[src/rtl/tpsf_pkg.sv]
// Shared types, constants and signature tables for the TCP payload signature filter.
// No dependencies; every other file of the block imports this package.
`default_nettype none

package tpsf_pkg;

  // Widths of the frame position counter and the latched ingress port.
  localparam int LengthBits = 16;
  localparam int PortBits   = 8;
  localparam int DataBits   = 8;

  localparam logic [LengthBits-1:0] CntMax = '1;

  // Byte positions inside the frame.
  localparam int PosEthHi   = 12;
  localparam int PosEthLo   = 13;
  localparam int PosIhl     = 14;
  localparam int PosFragHi  = 20;
  localparam int PosFragLo  = 21;
  localparam int PosProto   = 23;
  localparam int PosTcpOff  = 46;
  localparam int IpHdrEnd   = 34;
  // Last byte index of a frame that holds the minimal TCP header.
  localparam int MinTcpLast = 53;

  localparam logic [7:0] EthTypeHi = 8'h08;
  localparam logic [7:0] EthTypeLo = 8'h00;
  localparam logic [3:0] IhlNoOpt  = 4'h5;
  localparam logic [7:0] ProtoTcp  = 8'h06;

  // Header flag bits.
  localparam int FlagBits = 3;
  localparam int FlagEth  = 0;
  localparam int FlagIp   = 1;
  localparam int FlagTcp  = 2;

  // Signature table geometry.
  localparam int SigBytes = 21;
  localparam int OffBits  = 5;
  localparam int SelBits  = 3;
  localparam int SigCount = 4;

  typedef struct packed {
    logic [DataBits-1:0] data_byte;
    logic                first_byte;
    logic                last_byte;
    logic [7:0]          in_port;
  } tpsf_byte_t;

  typedef struct packed {
    logic       drop;
    logic [7:0] out_port;
  } tpsf_verdict_t;

  // Character at offset off of signature sel; zero beyond the table.
  function automatic logic [7:0] sig_char(input logic [1:0] sel,
                                          input logic [OffBits-1:0] off);
    logic [SigBytes*8-1:0] text;
    case (sel)
      2'd0:    text = "get /client/bitcomet/";
      2'd1:    text = {"GET /data?fid=", 56'h0};
      2'd2:    text = {"azver", 8'h01, "$", 112'h0};
      2'd3:    text = {8'h13, "bittorrent protocol", 8'h00};
      default: text = '0;
    endcase
    if (int'(off) >= SigBytes) begin
      return 8'h00;
    end
    return text[8*(SigBytes-1-int'(off)) +: 8];
  endfunction

  function automatic logic [OffBits-1:0] sig_len(input logic [1:0] sel);
    logic [OffBits-1:0] len;
    case (sel)
      2'd0:    len = OffBits'(21);
      2'd1:    len = OffBits'(14);
      2'd2:    len = OffBits'(7);
      2'd3:    len = OffBits'(20);
      default: len = '0;
    endcase
    return len;
  endfunction

  // Select code (1..4) of the signature whose first character is b, 0 if none.
  function automatic logic [SelBits-1:0] sig_first(input logic [7:0] b);
    logic [SelBits-1:0] sel;
    sel = '0;
    for (int k = 0; k < SigCount; k++) begin
      if (sig_char(2'(k), '0) == b) begin
        sel = SelBits'(k + 1);
      end
    end
    return sel;
  endfunction

endpackage

`default_nettype wire

[src/rtl/tpsf_if.sv]
// Valid/ready channel interfaces for frame words in and verdict words out.
// Depends on tpsf_pkg for the data width.
`default_nettype none

interface tpsf_in_if import tpsf_pkg::*; ();
  logic                valid;
  logic                ready;
  logic [DataBits-1:0] data_byte;
  logic                first_byte;
  logic                last_byte;
  logic [7:0]          in_port;

  modport source (output valid, data_byte, first_byte, last_byte, in_port, input ready);
  modport sink   (input valid, data_byte, first_byte, last_byte, in_port, output ready);
endinterface

interface tpsf_out_if;
  logic       valid;
  logic       ready;
  logic       drop;
  logic [7:0] out_port;

  modport source (output valid, drop, out_port, input ready);
  modport sink   (input valid, drop, out_port, output ready);
endinterface

`default_nettype wire

[src/rtl/tpsf_in_reg.sv]
// Input register: captures one frame word per cycle while its word is taken.
// Depends on tpsf_pkg and tpsf_in_if.
`default_nettype none

module tpsf_in_reg import tpsf_pkg::*; (
  input  wire logic   clk_i,
  input  wire logic   rst_ni,
  tpsf_in_if.sink     in_i,
  input  wire logic   take_i,
  output logic        valid_o,
  output tpsf_byte_t  word_o
);

  logic       vld_q, vld_d;
  tpsf_byte_t word_q;
  logic       load;

  assign in_i.ready = !vld_q || take_i;
  assign load       = in_i.valid && in_i.ready;

  always_comb begin
    vld_d = vld_q;
    if (load) begin
      vld_d = 1'b1;
    end else if (take_i) begin
      vld_d = 1'b0;
    end
  end

  always_ff @(posedge clk_i or negedge rst_ni) begin
    if (!rst_ni) begin
      vld_q <= 1'b0;
    end else begin
      vld_q <= vld_d;
    end
  end

  always_ff @(posedge clk_i) begin
    if (load) begin
      word_q <= '{data_byte: in_i.data_byte, first_byte: in_i.first_byte,
                  last_byte: in_i.last_byte, in_port: in_i.in_port};
    end
  end

  assign valid_o = vld_q;
  assign word_o  = word_q;

endmodule

`default_nettype wire

[src/rtl/tpsf_inspect.sv]
// Per-frame inspection state: header checks, signature compare and verdict.
// Depends on tpsf_pkg for constants, tables and word types.
`default_nettype none

module tpsf_inspect import tpsf_pkg::*; (
  input  wire logic        clk_i,
  input  wire logic        rst_ni,
  input  wire logic        fire_i,
  input  wire tpsf_byte_t  word_i,
  output logic             result_vld_o,
  output tpsf_verdict_t    result_o
);

  logic [LengthBits-1:0] cnt_q, cnt_d, cnt_c, cnt_inc;
  logic [PortBits-1:0]   port_q, port_d;
  logic [FlagBits-1:0]   flags_q, flags_d, flags_c;
  logic [7:0]            eth_hi_q, eth_hi_d, eth_hi_c;
  logic [LengthBits-1:0] ps_q, ps_d, ps_c;
  logic [SelBits-1:0]    sel_q, sel_d, sel_c;
  logic                  hit_q, hit_d, hit_c;

  logic [LengthBits-1:0] diff;
  logic [OffBits-1:0]    off;
  logic                  off_fits;
  logic [1:0]            sig;
  logic [5:0]            thb;
  logic [7:0]            b;
  logic                  drop;

  assign b = word_i.data_byte;

  always_comb begin
    // A first mark restarts the frame at this word.
    cnt_c    = word_i.first_byte ? '0 : cnt_q;
    flags_c  = word_i.first_byte ? '0 : flags_q;
    eth_hi_c = word_i.first_byte ? '0 : eth_hi_q;
    ps_c     = word_i.first_byte ? '0 : ps_q;
    sel_c    = word_i.first_byte ? '0 : sel_q;
    hit_c    = word_i.first_byte ? 1'b0 : hit_q;

    flags_d  = flags_c;
    eth_hi_d = eth_hi_c;
    ps_d     = ps_c;
    sel_d    = sel_c;
    hit_d    = hit_c;
    thb      = {b[7:4], 2'b00};
    sig      = '0;

    case (cnt_c)
      LengthBits'(PosEthHi): eth_hi_d = b;
      LengthBits'(PosEthLo): begin
        if (eth_hi_c == EthTypeHi && b == EthTypeLo) flags_d[FlagEth] = 1'b1;
      end
      LengthBits'(PosIhl): begin
        if (b[3:0] == IhlNoOpt) flags_d[FlagIp] = 1'b1;
      end
      LengthBits'(PosFragHi): begin
        if (b[5:0] != '0) flags_d[FlagIp] = 1'b0;
      end
      LengthBits'(PosFragLo): begin
        if (b != '0) flags_d[FlagIp] = 1'b0;
      end
      LengthBits'(PosProto): begin
        if (b != ProtoTcp) flags_d[FlagIp] = 1'b0;
      end
      LengthBits'(PosTcpOff): begin
        ps_d = LengthBits'(IpHdrEnd) + LengthBits'(thb);
        if (thb != '0) flags_d[FlagTcp] = 1'b1;
      end
      default: ;
    endcase

    diff     = cnt_c - ps_d;
    off      = diff[OffBits-1:0];
    off_fits = (diff >> OffBits) == '0;

    if (flags_d == '1 && cnt_c >= ps_d && cnt_c != CntMax) begin
      if (diff == '0) begin
        sel_d = sig_first(b);
      end else if (sel_d != '0) begin
        sig = 2'(sel_d - SelBits'(1));
        if (off_fits && off < sig_len(sig)) begin
          if (sig_char(sig, off) != b) begin
            sel_d = '0;
          end else if (off == sig_len(sig) - OffBits'(1)) begin
            hit_d = 1'b1;
            sel_d = '0;
          end
        end else begin
          sel_d = '0;
        end
      end
    end

    cnt_inc = (cnt_c != CntMax) ? cnt_c + LengthBits'(1) : cnt_c;
    cnt_d   = cnt_inc;
    port_d  = (cnt_c == '0) ? PortBits'(word_i.in_port) : port_q;

    drop = !flags_d[FlagEth] || (hit_d && cnt_c >= LengthBits'(MinTcpLast));

    // Clear frame state once the verdict is out.
    if (word_i.last_byte) begin
      cnt_d    = '0;
      flags_d  = '0;
      eth_hi_d = '0;
      ps_d     = '0;
      sel_d    = '0;
      hit_d    = 1'b0;
    end
  end

  always_ff @(posedge clk_i or negedge rst_ni) begin
    if (!rst_ni) begin
      cnt_q    <= '0;
      port_q   <= '0;
      flags_q  <= '0;
      eth_hi_q <= '0;
      ps_q     <= '0;
      sel_q    <= '0;
      hit_q    <= 1'b0;
    end else if (fire_i) begin
      cnt_q    <= cnt_d;
      port_q   <= port_d;
      flags_q  <= flags_d;
      eth_hi_q <= eth_hi_d;
      ps_q     <= ps_d;
      sel_q    <= sel_d;
      hit_q    <= hit_d;
    end
  end

  assign result_vld_o      = fire_i && word_i.last_byte;
  assign result_o.drop     = drop;
  assign result_o.out_port = drop ? 8'h00 : 8'(port_d ^ PortBits'(1));

endmodule

`default_nettype wire

[src/rtl/tpsf_out_reg.sv]
// Result register: holds one verdict word until the output channel takes it.
// Depends on tpsf_pkg and tpsf_out_if.
`default_nettype none

module tpsf_out_reg import tpsf_pkg::*; (
  input  wire logic          clk_i,
  input  wire logic          rst_ni,
  input  wire logic          load_i,
  input  wire tpsf_verdict_t verdict_i,
  output logic               free_o,
  tpsf_out_if.source         out_o
);

  logic          vld_q, vld_d;
  tpsf_verdict_t verdict_q;

  assign free_o = !vld_q || out_o.ready;

  always_comb begin
    vld_d = vld_q;
    if (load_i) begin
      vld_d = 1'b1;
    end else if (out_o.ready) begin
      vld_d = 1'b0;
    end
  end

  always_ff @(posedge clk_i or negedge rst_ni) begin
    if (!rst_ni) begin
      vld_q <= 1'b0;
    end else begin
      vld_q <= vld_d;
    end
  end

  always_ff @(posedge clk_i) begin
    if (load_i) begin
      verdict_q <= verdict_i;
    end
  end

  assign out_o.valid    = vld_q;
  assign out_o.drop     = verdict_q.drop;
  assign out_o.out_port = verdict_q.out_port;

endmodule

`default_nettype wire

[src/rtl/tcp_payload_signature_filter_core.sv]
// TCP payload signature filter, top level.
// Throughput: one frame word per cycle while the result register can take each verdict.
// Verdict path: the last word is held in the input register, its verdict is computed
//   combinationally as it advances and is registered in the result register.
// Reset: rst_ni clears all frame state and both valid flags at once; no clearing pass.
// Depends on tpsf_pkg, tpsf_in_if/tpsf_out_if, tpsf_in_reg, tpsf_inspect, tpsf_out_reg.
`default_nettype none

module tcp_payload_signature_filter_core import tpsf_pkg::*; (
  input  wire logic   clk_i,
  input  wire logic   rst_ni,
  tpsf_in_if.sink     in_i,
  tpsf_out_if.source  out_o
);

  logic          word_vld;
  tpsf_byte_t    word;
  logic          advance;
  logic          out_free;
  logic          result_vld;
  tpsf_verdict_t result;

  // Advance a word from the input register into the inspection state.
  // Words that carry no verdict never wait on the output side; a last word
  // holds only while the result register is still occupied.
  assign advance = word_vld && (!word.last_byte || out_free);

  tpsf_in_reg u_in_reg (
    .clk_i   (clk_i),
    .rst_ni  (rst_ni),
    .in_i    (in_i),
    .take_i  (advance),
    .valid_o (word_vld),
    .word_o  (word)
  );

  // Header checks, signature compare and the verdict on the last word.
  tpsf_inspect u_inspect (
    .clk_i        (clk_i),
    .rst_ni       (rst_ni),
    .fire_i       (advance),
    .word_i       (word),
    .result_vld_o (result_vld),
    .result_o     (result)
  );

  // Verdict waits here for the downstream consumer.
  tpsf_out_reg u_out_reg (
    .clk_i     (clk_i),
    .rst_ni    (rst_ni),
    .load_i    (result_vld),
    .verdict_i (result),
    .free_o    (out_free),
    .out_o     (out_o)
  );

endmodule

`default_nettype wire

[src/flat_wrapper.sv]
// flat-port wrapper written by rule: the top's interface ports become plain ports
module tcp_payload_signature_filter_core_flat import tpsf_pkg::*;
  (clk_i, rst_ni, in_i_valid, in_i_data_byte, in_i_first_byte, in_i_last_byte, in_i_in_port, in_i_ready, out_o_valid, out_o_drop, out_o_out_port, out_o_ready);
  tpsf_in_if in_i_i ();
  tpsf_out_if out_o_i ();
  input  wire logic clk_i;
  input  wire logic rst_ni;
  input wire logic [$bits(in_i_i.valid)-1:0] in_i_valid;
  input wire logic [$bits(in_i_i.data_byte)-1:0] in_i_data_byte;
  input wire logic [$bits(in_i_i.first_byte)-1:0] in_i_first_byte;
  input wire logic [$bits(in_i_i.last_byte)-1:0] in_i_last_byte;
  input wire logic [$bits(in_i_i.in_port)-1:0] in_i_in_port;
  output wire logic [$bits(in_i_i.ready)-1:0] in_i_ready;
  output wire logic [$bits(out_o_i.valid)-1:0] out_o_valid;
  output wire logic [$bits(out_o_i.drop)-1:0] out_o_drop;
  output wire logic [$bits(out_o_i.out_port)-1:0] out_o_out_port;
  input wire logic [$bits(out_o_i.ready)-1:0] out_o_ready;
  assign in_i_i.valid = in_i_valid;
  assign in_i_i.data_byte = in_i_data_byte;
  assign in_i_i.first_byte = in_i_first_byte;
  assign in_i_i.last_byte = in_i_last_byte;
  assign in_i_i.in_port = in_i_in_port;
  assign in_i_ready = in_i_i.ready;
  assign out_o_valid = out_o_i.valid;
  assign out_o_drop = out_o_i.drop;
  assign out_o_out_port = out_o_i.out_port;
  assign out_o_i.ready = out_o_ready;
  tcp_payload_signature_filter_core u_core (.clk_i(clk_i), .rst_ni(rst_ni), .in_i(in_i_i), .out_o(out_o_i));
endmodule
[config.mk]
export PLATFORM = sky130hd
export DESIGN_NAME = tcp_payload_signature_filter_core_flat
export DESIGN_NICKNAME = d
export VERILOG_FILES = /design/src/rtl/tpsf_pkg.sv /design/src/rtl/tpsf_if.sv /design/src/rtl/tpsf_in_reg.sv /design/src/rtl/tpsf_inspect.sv /design/src/rtl/tpsf_out_reg.sv /design/src/rtl/tcp_payload_signature_filter_core.sv /design/src/flat_wrapper.sv
export SDC_FILE = /design/constraint.sdc
export NUM_CORES = 1
export LEC_CHECK = 0
export ABC_AREA = 1
export BUFFER_PORTS_ARGS = -buffer_cell sky130_fd_sc_hd__buf_2
export CORE_MARGIN = 2
export CORE_UTILIZATION = 30
export CTS_CLUSTER_DIAMETER = 40
export DETAILED_ROUTE_END_ITERATION = 12
export PLACE_DENSITY = 0.55
export SLEW_MARGIN = 5
export SYNTH_ARGS = -nofsm -noshare
export SYNTH_HDL_FRONTEND = slang
export SYNTH_SLANG_ARGS = --single-unit
export TNS_END_PERCENT = 10
[constraint.sdc]
create_clock -name clk_i -period 4.6 [get_ports clk_i]
set_input_delay 0.92 -clock clk_i [delete_from_list [all_inputs] [get_ports clk_i]]
set_output_delay 0.92 -clock clk_i [all_outputs]
set_load 0.05 [all_outputs]
; ---- After elaboration in Yosys (flattened, before gate mapping)
; Index checks and enable logic that the tools add are counted.
[totals]
out_inout_bits = 11
input_bits = 22
reg_bits = 84
elab_cells = 153
[op_classes]
add_sub_neg = 6
order_cmp = 4
n_bitwise = 1
shifts = 1
reduce_logical = 27
mux = 78
n_eq_ne = 21
[op_table]
columns = op, count
row1 = 2-to-1 mux 168 bit, 12
row2 = one-hot mux 168 bit (4 select lines), 1
row3 = indexed part select 168 x 9 -> 8 bit, 1
row4 = 2-to-1 mux 16 bit, 6
row5 = 2-to-1 mux 8 bit, 10
row6 = "equality test 16 x 4 -> 1 bit, second input constant", 3
row7 = "equality test 16 x 5 -> 1 bit, second input constant", 3
row8 = logical NOT 16 bit, 3
row9 = 2-to-1 mux 5 bit, 8
row10 = 2-to-1 mux 3 bit, 13
row11 = equality test 8 bit, 4
row12 = 2-to-1 mux 1 bit, 26
row13 = one-hot mux 5 bit (4 select lines), 1
row14 = "adder 16 x 1 -> 16 bit, second input constant", 1
row15 = "equality test 16 x 6 -> 1 bit, second input constant", 1
row16 = >= comparator 16 bit, 1
row17 = ">= comparator 16 x 6 -> 1 bit, second input constant", 1
row18 = "!= test 16 bit, second input constant", 1
row19 = subtractor 16 bit, 1
row20 = "equality test 8 x 4 -> 1 bit, second input constant", 1
row21 = logical AND 1 bit, 8
row22 = logical NOT 8 bit, 1
row23 = "!= test 8 x 3 -> 1 bit, second input constant", 1
row24 = != test 8 bit, 1
row25 = other kinds (21), 29

; ---- Depth between registers and ports, before layout
[depth]
ltp_word = 37
mapped_depth = 41
ltp_nobuf = 39

; ---- Modules after synthesis
; From an unflattened synthesis, not the netlist that was laid out.
[unflattened]
hier_cells = 919
hier_area_um2 = 6505.0
[by_module_without_submodules]
columns = module, area_per_inst_um2, n_inst, seq_area_each_um2, cells_each
row1 = tpsf_inspect, 5587.9, 1, 1376.3, 878
row2 = tpsf_in_reg, 585.6, 1, 565.5, 24
row3 = tpsf_out_reg, 315.3, 1, 295.3, 14
row4 = tcp_payload_signature_filter_core, 16.3, 1, 0.0, 3

; ---- Least setup slack after synthesis
; Ideal clock, no wire load.
[synth_timing]
path_type = register to register
from = register u_core.u_in_reg.word_q (netlist bit u_core.u_in_reg.word_o[9])
to = register u_core.u_out_reg.verdict_q (netlist bit u_core.u_out_reg.out_o.out_port[0]) (data pin)
path_stages_with_launch = 32
path_slack_ns = -0.353
period_less_slack_ns = 4.953
t_arrival_ns = 4.693
setup_ns = 0.259
path_buffers = 5
required_ns = 4.341
cell_sequence = edfxtp_1 > buf_2 > buf_2 > buf_1 > nor2_1 > inv_1 > ha_1 > nand2_1 > nor4_2 > inv_1 > nand2_1 > nor2_1 > ha_1 > fa_1 > ha_1 > clkbuf_1 > buf_1 > nand3_1 > nand3_1 > nand3_1 > nand3_1 > nand2_1 > nand2_1 > nand3_1 > nor2_1 > nand2_1 > nor2_1 > nand3_1 > nand2_1 > nand2_2 > nand2_4 > nor2_1
[synth_via]
elab_chain_cells = 23
word_cells_on_any_way = 83
cone_classes = 4 x add/sub / 4 x order compare / 14 x eq/ne / 1 x shift / 47 x mux / 1 x bitwise / 12 x reduce/logical
[synth_lines]
columns = element, line_no
row1 = from (decl), tpsf_in_reg.sv:15  ; tpsf_byte_t word_q;
row2 = from (signal assigned), tpsf_in_reg.sv:40  ; word_q <= '{data_byte: in_i.data_byte, first_byte: in_i.first_byte,
row3 = branches (longest 22 deep; another with subtractor 16 bit), -
row4 = logical OR 1 bit *, tpsf_inspect.sv:99  ; drop = !flags_d[FlagEth] || (hit_d && cnt_c >= LengthBits'(MinTcpLast));
row5 = via u_core.u_inspect.drop, tpsf_inspect.sv:28  ; logic drop;
row6 = to (signal assigned), tpsf_out_reg.sv:38  ; verdict_q <= verdict_i;
row7 = to (decl), tpsf_out_reg.sv:15  ; tpsf_verdict_t verdict_q;
; Mark *: on every way through the listed nets, which the timed path passes. The select of a mux whose other input is x is not followed.
; A chain may end at the register's enable or synchronous reset.

; ---- Final worst setup path
[layout_timing]
from = register u_core.u_in_reg.word_q (netlist bit u_core.u_in_reg.word_o[9])
to = register u_core.u_out_reg.verdict_q (netlist bit u_core.u_out_reg.out_o.out_port[3]) (data pin)
; The elaborated chain is that of the path after synthesis.

==> reports/results.ini <==
[run_status]
status = complete, but fails checks
violations = negative setup slack

[global_routing]
antenna_found_initial = 0
grt_pass1_vias = 6394
grtUsageTotal_pct = 17.5
grt_overflow = 0
grt_max_degree = 58
grt_pass1_wl_mm = 32.0

[final_layout]
drive_gt1_share_pct = 28.5
syn_to_final_growth_pct = 36.7
layout.nets = 1166
num_antenna_cells = 0

[routing]
routed_wl_mm = 19.8
wl_per_cell_um = 14.2
ant_nets = 0
vias = 6675
drc = 0
drt_pass1_iterations = 7
vias_per_cell = 4.81
drt-initial-drc-count = 375

[placement]
gp_congestion = 0.906
io_buffers = 32
dp_hpwl_mm = 15.0

[synth]
ys_seq_area_share_pct = 34.4
async_reset_ff_share_pct = 67.9
ys.flop_type = dfrtp_1
avgSynthCellArea_um2 = 6.91
syn_inst = 941
synth_edf_count = 27
yosysUniqueCellTypes = 49
synthesis.nets = 998
synth_seq_cells = 84
yosys_warnings = 0
syn_area_mm2 = 0.00651

[clock_network]
cts_hold_buf = 0
cts_root_buf = clkbuf_16
htree_levels = 3
cts_made_buffers = 9
cts_tree = yes
clockBufferDepth = 2
clk_latency_ps = 340
numClockSinks = 84
cts.reportedPaths.clkPinSlew_ps = 70

[setup_path]
crit_type = flip-flop to flip-flop
cpPeakStageDelay_ps = 380
critPathMaxFanout = 6
worstReg2RegStart = u_core.u_in_reg.word_o[9]
end_kind = flip-flop
crit_family = simple AND/OR/NAND/NOR gates
startpoint = u_core.u_in_reg.word_o[9]
critPathArrivalTime_ps = 4840
cp_num_buf_inv = 6
cp-start-kind = flip-flop
path_common_cell = nand3_1
critPathSlowestCell = fa_2
crit_required_ps = 4700

[power_and_ir_drop]
power.density_mw_per_mm2 = 257
ir_drop_uv = 182
p_leak_nw = 4.32

[timing]
maxSlewHeadroom_pct = 32.9
setup_slack_ps = -145
slew_viol_final = 0
max_clock_freq_mhz = 211
min_period_ps = 4740
worst_pin_slew_ps = 1010
final-setup-viol-count = 9
worst_hold_slack_ps = 481
rsz0062_at_grt = yes
finalCritPeriodShare_pct = 103
finalHoldViolCount = 0
tns_ps = -1060
clock_skew_ps = 8.69

[floorplanning]
die_h_um = 151
design.core.area_mm2 = 0.0212
die_w_um = 151
die_area_mm2 = 0.0229
rows = 53
ios = 33
start_util_pct = 30.8

[worst_hold_path]
worstHoldStart = u_core.u_inspect.sel_q[2]
hold_class = flip-flop to flip-flop

[flow_run]
drv_cap = 0

==> cell families (layout without fill, tap and decap cells) <==
logic type / count (synthesis) / in the layout / share of synthesized area [%]
compound gates: 142 / 142 / 12.6
xor+xnor: 24 / 24 / 3.35
fa+ha+maj: 35 / 35 / 6.85
buf+inv: 169 / 341 / 10.3
flops: 84 / 84 / 34.4
mux: 7 / 7 / 1.08
simple gates: 480 / 481 / 31.5
==> worst paths after layout <==
| path | to | slack (ps) | cells after the start |
|---|---|---|---|
| worst max-delay path | u_core.u_out_reg.out_o.out_port[3] | -140 | 37 |
| worst min-delay path | u_core.u_inspect.sel_q[2] | 480 | 2 |
| worst max register to register | u_core.u_out_reg.out_o.out_port[3] | -140 | 37 |
| worst min register to register | u_core.u_inspect.sel_q[2] | 480 | 2 |
| max in group asynchronous | u_core.u_inspect.eth_hi_q[2] | 3350 | 2 |
| min in group asynchronous | u_core.u_inspect.cnt_q[11] | 720 | 2 |
==> Yosys cell counts, types with 3 or more instances <==
library cell | instances | area share (%)
nand4_1 | 14 | 1.3
mux2i_1 | 7 | 1.1
o21ai_0 | 55 | 4.2
ha_1 | 34 | 6.5
nor2_2 | 6 | 0.58
nor4_1 | 12 | 1.2
nor2_1 | 107 | 6.2
xor2_1 | 18 | 2.4
nand2_1 | 232 | 13
a22oi_1 | 3 | 0.35
xnor2_1 | 5 | 0.67
clkbuf_1 | 12 | 0.69
inv_1 | 136 | 7.8
buf_6 | 3 | 0.52
nand3_1 | 86 | 6.6
a21oi_1 | 41 | 3.2
o22ai_1 | 19 | 1.8
nor3_1 | 11 | 0.85
buf_2 | 5 | 0.38
a31oi_1 | 4 | 0.38
nand2_2 | 5 | 0.48
buf_1 | 3 | 0.17
dfrtp_1 | 57 | 22
inv_2 | 7 | 0.40
edfxtp_1 | 27 | 12
==> layer usage <==
| metal | track usage, % | wire length (um) |
|---|---|---|
| met4 | 4.95 | 297 |
| met5 | 0 | 0 |
| met1 | 24.2 | 9390 |
| met2 | 29.5 | 9520 |
| met3 | 1.39 | 552 |
==> stage by stage <==
step           power (W)  std cells  area, um^2  setup WS, ps  utilization, %
6_report         0.00228       1389        8890          -145            42.0
5_1_grt          0.00240       1389        8890          -548            42.0
4_1_cts          0.00225       1379        8530          4.43            40.3
3_5_place_dp     0.00147       1350        7880          -239            37.3
3_3_place_gp     0.00147       1350        7880          -182            37.3
2_1_floorplan    0.00122        941        6540          34.0               -
==> placed cells by master (no fill, tap or decap), drive strengths merged, types with 5 or more instances in the layout <==
cell,synthesis,layout
clkbuf,12,10
o21ai,56,56
nor3,11,11
inv,143,144
edfxtp,27,27
mux2i,7,7
dfrtp,57,57
a31oi,5,5
o22ai,19,19
nand2,238,239
nor4,13,13
nor2,113,113
xor2,18,18
nand4,14,14
xnor2,6,6
nand3,87,87
buf,12,179
ha,34,34
a21oi,42,42
==> state kept, by name, summed over array words and instances (netlist names) <==
signal	count
u_core.u_in_reg.valid_o	1
u_core.u_in_reg.word_o	18
u_core.u_inspect.cnt_q	16
u_core.u_inspect.eth_hi_q	8
u_core.u_inspect.flags_q	3
u_core.u_inspect.hit_q	1
u_core.u_inspect.port_q	8
u_core.u_inspect.ps_q	16
u_core.u_inspect.sel_q	3
u_core.u_out_reg.out_o.drop	1
u_core.u_out_reg.out_o.out_port	8
u_core.u_out_reg.out_o.valid	1
==> what timing repair did <==
| action | CTS | global route |
|---|---|---|
| resized for setup | 67 | 66 |
| cloned | 2 | 0 |
| buffers inserted | 11 | 10 |
| pin swaps | 35 | 42 |
| setup endpoints to repair | 12 | 13 |
==> where the power goes <==
group / switching [W] / internal (W) / leakage [nW]
Clock: 0.000321 / 0.000426 / 0.140
Sequential: 0.0000219 / 0.000808 / 1.04
Combinational: 0.000422 / 0.000282 / 3.14
==> worst min-delay path, stage by stage, from the launching register on <==
cell and delay (ps):
dfrtp_1 340, nand2_1 50, nand2_1 50
==> area by class of cell <==
type	count	area, um^2
Clock buffer	10	229
Clock inverter	6	71.3
Fill cell	2151	12300
Inverter	145	548
Multi-Input combinational cell	689	4100
Sequential cell	84	2240
Tap cell	275	344
Timing Repair Buffer	180	1360
(Power assumes the default switching activity.)
